[config.mk]
export PLATFORM = sky130hd
export DESIGN_NAME = lrg_div
export DESIGN_NICKNAME = d
export VERILOG_FILES = /design/src/sv/lrg_pkg.sv /design/src/sv/lrg_div.sv
export SDC_FILE = /design/constraint.sdc
export NUM_CORES = 1
export LEC_CHECK = 0
export ABC_CLOCK_PERIOD_IN_PS = 7340
export BUFFER_PORTS_ARGS = -buffer_cell sky130_fd_sc_hd__buf_2
export CAP_MARGIN = 20
export CORE_ASPECT_RATIO = 1.25
export CORE_MARGIN = 4
export CORE_UTILIZATION = 46
export DETAILED_ROUTE_END_ITERATION = 10
export PLACE_DENSITY = 0.67
export SYNTH_ARGS = -nofsm -noshare
export SYNTH_HDL_FRONTEND = slang
export SYNTH_SLANG_ARGS = --single-unit
[constraint.sdc]
create_clock -name clk_i -period 7.34 [get_ports clk_i]
set_input_delay 1.468 -clock clk_i [delete_from_list [all_inputs] [get_ports clk_i]]
set_output_delay 1.468 -clock clk_i [all_outputs]
set_load 0.03 [all_outputs]
[src/sv/lrg_pkg.sv]
// Shared types, constants and helpers for the line ramp generator.
`default_nettype none
package lrg_pkg;

  localparam int LvlW     = 48;
  localparam int FracBits = 16;
  localparam int MaxPairs = 128;
  localparam int PtrW     = $clog2(MaxPairs);
  localparam int CntW     = PtrW + 1;
  localparam int DvdW     = 49;
  localparam int DvsW     = 32;
  localparam int TtsW     = 34;

  localparam logic [LvlW-1:0] OneQ   = LvlW'(1) << FracBits;
  localparam logic [LvlW-1:0] MaxLvl = {1'b0, {(LvlW-1){1'b1}}};
  localparam logic [LvlW-1:0] MinLvl = {1'b1, {(LvlW-1){1'b0}}};
  localparam logic [TtsW-1:0] OneMs  = TtsW'(1) << 16;

  // Input command codes.
  localparam logic [2:0] FnTarget  = 3'd0;
  localparam logic [2:0] FnTick    = 3'd1;
  localparam logic [2:0] FnAppend  = 3'd2;
  localparam logic [2:0] FnRestart = 3'd3;
  localparam logic [2:0] FnStop    = 3'd4;
  localparam logic [2:0] FnClear   = 3'd5;
  localparam logic [2:0] FnSet     = 3'd6;

  // Configuration register indexes.
  localparam logic [1:0] RegFloat = 2'd0;
  localparam logic [1:0] RegTime  = 2'd1;
  localparam logic [1:0] RegGran  = 2'd2;
  localparam logic [1:0] RegStart = 2'd3;

  typedef enum logic [4:0] {
    ST_IDLE, ST_DISPATCH, ST_LIST, ST_SEG_RD, ST_SEG, ST_PLAN, ST_MUL, ST_CHECK,
    ST_DIV_IV, ST_GRAIN, ST_DIV_N, ST_DIV_S, ST_PLAN_END, ST_TICK, ST_FINISH,
    ST_OUT0, ST_OUT1
  } state_e;

  // Truncate a fixed point level toward zero.
  function automatic logic [LvlW-1:0] trunc_int(input logic [LvlW-1:0] v);
    logic [LvlW-1:0] fl;
    fl = {v[LvlW-1:FracBits], {FracBits{1'b0}}};
    if (v[LvlW-1] && (v[FracBits-1:0] != '0)) begin
      return fl + OneQ;
    end
    return fl;
  endfunction

  // Saturate a sum that grew by one bit back to the level width.
  function automatic logic [LvlW-1:0] sat_lvl(input logic [LvlW:0] s);
    if (s[LvlW] != s[LvlW-1]) begin
      return s[LvlW] ? MinLvl : MaxLvl;
    end
    return s[LvlW-1:0];
  endfunction

endpackage
`default_nettype wire

[src/sv/lrg_div.sv]
// Shared restoring divider, one quotient bit per cycle.
`default_nettype none
module lrg_div
  import lrg_pkg::*;
(
  input  wire logic            clk_i,
  input  wire logic            rst_ni,
  input  wire logic            start_i,
  input  wire logic [DvdW-1:0] dividend_i,
  input  wire logic [DvsW-1:0] divisor_i,
  output logic                 done_o,
  output logic      [DvdW-1:0] quotient_o
);

  localparam int CntBits = $clog2(DvdW);

  logic                busy_q, done_q;
  logic [CntBits-1:0]  cnt_q;
  logic [DvsW-1:0]     rem_q, dvs_q;
  logic [DvdW-1:0]     dvd_q;
  logic [DvsW:0]       rem_sh, rem_sub;
  logic                ge;

  // One trial subtraction per cycle.
  always_comb begin
    rem_sh  = {rem_q, dvd_q[DvdW-1]};
    rem_sub = rem_sh - {1'b0, dvs_q};
    ge      = rem_sh >= {1'b0, dvs_q};
  end

  always_ff @(posedge clk_i or negedge rst_ni) begin
    if (!rst_ni) begin
      busy_q <= 1'b0;
      done_q <= 1'b0;
      cnt_q  <= '0;
      rem_q  <= '0;
      dvs_q  <= '0;
      dvd_q  <= '0;
    end else if (start_i) begin
      busy_q <= 1'b1;
      done_q <= 1'b0;
      cnt_q  <= CntBits'(DvdW - 1);
      rem_q  <= '0;
      dvs_q  <= divisor_i;
      dvd_q  <= dividend_i;
    end else if (busy_q) begin
      rem_q <= ge ? rem_sub[DvsW-1:0] : rem_sh[DvsW-1:0];
      dvd_q <= {dvd_q[DvdW-2:0], ge};
      if (cnt_q == '0) begin
        busy_q <= 1'b0;
        done_q <= 1'b1;
      end else begin
        cnt_q <= cnt_q - 1'b1;
      end
    end else begin
      done_q <= 1'b0;
    end
  end

  assign done_o     = done_q;
  assign quotient_o = dvd_q;

endmodule
`default_nettype wire

==> impl_metrics.py <==
metrics = {
    "grt": {
        "grt-ovfl-total": 0,
        "grt_pass1_vias": 6200,
        "antenna_found_initial": 0,
        "grt_max_degree": 103,
        "grt_usage_pct": 19.9,
        "grt_pass1_wl_um": 29700,
    },
    "clock_tree": {
        "cts_tree": "yes",
        "htree_levels": 4,
        "cts_setup_buffers": 0,
        "clkLatencyLatePin_ns": 0.42,
        "clock_sinks": 121,
        "clockBufferDepth": 2,
        "clk_pin_slew_ns": 0.06,
        "post_cts_resized": 0,
        "cts_hold_buffers": 0,
        "clockRootBuffer": "clkbuf_16",
        "cts_made_buffers": 17,
    },
    "timing": {
        "slew_viol_final": 0,
        "worstMarginPinSlew_ns": 1.02,
        "min_period_ns": 2.97,
        "period_share_pct": 40.5,
        "timing.slew.headroom_pct": 31.7,
        "hold_viol": 0,
        "setup-tns-final_ns": 0,
        "holdWs_ns": 0.509,
        "fmax_mhz": 336,
        "rsz0062_at_grt": "false",
        "finalClockSkew_ns": 0.00764,
        "finalSetupViolations": 0,
    },
    "synthesis": {
        "synth.most_common_cell": "nand2_1",
        "yosysUniqueCellTypes": 71,
        "syn_avg_cell_area_um2": 8.89,
        "synth.largest_area_cell": "dfrtp_1",
        "yosys_warnings": 0,
        "ys.flop_type": "dfrtp_1",
        "synth_edf_count": 0,
        "netlist_instances": 831,
        "synth_area_um2": 7380,
        "synth_seq_cells": 121,
        "synthArstFlopShare_pct": 100,
        "synth-seq-area-share_pct": 41.0,
        "synthTopCellsByArea": "dfrtp_1, nand2_1, mux2i_1",
        "syn-num-nets": 950,
        "synth_top_area_share_pct": 41.0,
        "synth_common_cells": "nand2_1, dfrtp_1, o21ai_0, nor2_1, mux2i_1",
    },
    "worst_hold_path": {
        "holdPathStages": 1,
        "worstHoldStart": "dvs_q[0]",
        "min_to": "dvs_q[0]",
        "hp-class": "reg -> reg",
    },
    "die": {
        "die_h_um": 150,
        "initial_core_util_pct": 47.0,
        "rows": 51,
        "dieArea_um2": 18200,
        "core_area_um2": 15700,
        "pin_count": 134,
        "die_w_um": 121,
    },
    "finish": {
        "diodes": 0,
        "fin_cells": 1163,
        "nets": 1057,
        "drive_above_1_share_pct": 21.3,
        "multi_input_comb_area_um2": 3960,
        "seq_area_um2": 3030,
        "synthToLayoutAreaGrowth_pct": 18.1,
        "fillers": 1502,
    },
    "route": {
        "drt_wl_total_um": 17500,
        "ant_nets": 0,
        "drc": 0,
        "wl_per_cell_um": 15.0,
        "first_pass_iters": 4,
        "vias_per_cell": 5.35,
        "num_vias": 6222,
        "first_iter_violations": 315,
    },
    "place": {
        "dp.cells": 1131,
        "dp_hpwl_um": 12100,
        "port_buffers": 133,
        "place_congestion": 0.849,
    },
    "setup_path": {
        "cp_slowest_stage_delay_ns": 0.47,
        "crit_slowest_cell": "ha_1",
        "crit_path_frequent_cell": "o21ai_2",
        "cp.required_ns": 7.65,
        "rr_worst_depth": 10,
        "worstSetupEndpointType": "register",
        "worst_ep_arrival_time_ns": 3.28,
        "worst-setup-path-type": "reg -> reg",
        "rrSetupSlack_ns": 4.37,
        "path_cells": "ha_1 -> nand2_1 -> nor4_4 -> o21ai_2 -> a211oi_4 -> o21ai_2 -> a21oi_2 -> buf_4 -> nand4_1 -> a311oi_1",
        "r2r_end": "rem_q[25]",
        "critPathMaxFanout": 30,
        "rr_startpoint": "rem_q[8]",
        "startpoint_type": "register",
    },
    "power": {
        "total_power_mw": 1.97,
        "ir_drop_v": 0.000107,
        "leakagePower_nw": 4.60,
        "p_per_area_nw_per_um2": 226,
    },
    "run": {
        "drv_cap": 0,
    },
    "outcome": {
        "status": "finished clean",
    },
}
## critical path: cells and delay by family, from the launching register on
family          cells  cell delay (ns)
compound gates      5             0.98
fa+ha+maj           1             0.47
buf+inv             1             0.33
simple gates        3             0.67
flops               1             0.40
## per-layer routing
metal	track usage, %	part of all wire, %	vias up
li1	-	-	3132
met5	0	0	-
met4	5.61	1.3	0
met2	32.3	48	144
met1	26.1	44	2927
met3	5.56	6.4	19
## flip-flops by register name, summed over array words and instances, names as in the netlist
name        flops
done_o          1
cnt_q           6
rem_q          32
busy_q          1
quotient_o     49
dvs_q          32
## power by group
part	total (mW)	internal (mW)	switching, mW
combinational	0.390	0.145	0.245
clock	0.824	0.517	0.307
sequential	0.761	0.722	0.0387
total	1.97	1.38	0.591
## kinds of logic (layout without fill, tap and decap cells)
logic type	count (synthesis)	in the layout	share of synthesized area (%)
and+or+nand+nor	273	273	16.4
AOI/OAI and AO/OA	224	224	20.6
DFF	121	121	41.0
buffers and inverters	98	218	5.42
muxes	54	54	7.49
adders and majority gates	35	35	6.03
xor gates and xnor gates	26	26	3.08
## final cells by class
type | instances | area share, %
flip-flops and latches | 121 | 34.8
multi-input cells | 612 | 45.4
clock inverters | 11 | 1.39
repair buffers | 137 | 8.08
clock buffers | 21 | 5.28
well taps | 212 | 3.04
inverters | 49 | 2.11
## placed cells by master, fill, tap and decap left out, drive strengths merged, types with 3 or more instances in the layout
cell      n
a21o     15
o21bai    4
clkbuf   21
o21ai    99
dfrtp   121
nand3    11
nor3b     3
and3      8
clkinv    6
a311oi   25
nand4     9
xnor2    13
nor3      9
nand2   156
mux2      4
ha       34
inv      50
a31oi     8
a21oi    36
nor2b     5
and2      3
a211oi    9
nor4      4
mux2i    50
buf     137
o31ai     3
nor2     53
xor2     13
nand2b    6
## worst max-delay path by stage
stage,from,endpoint,slack [ns],cells past startpoint
6_report,rem_q[8],rem_q[25],4.37,10
5_1_grt,rem_q[8],rem_q[23],4.15,10
3_3_place_gp,start_i,dvs_q[0],3.99,3
4_1_cts,rem_q[8],rem_q[25],4.34,10
2_1_floorplan,start_i,rem_q[3],4.75,4
3_5_place_dp,start_i,dvs_q[0],3.96,3
## through the flow
step	utilization [%]	setup WS, ns	area [um2]
6_report	55.6	4.37	8720
5_1_grt	55.6	4.15	8720
3_5_place_dp	51.9	3.96	8140
2_1_floorplan	-	4.75	7380
4_1_cts	55.6	4.34	8720
3_3_place_gp	51.9	3.99	8140
Power figures use the tool's default switching activity.
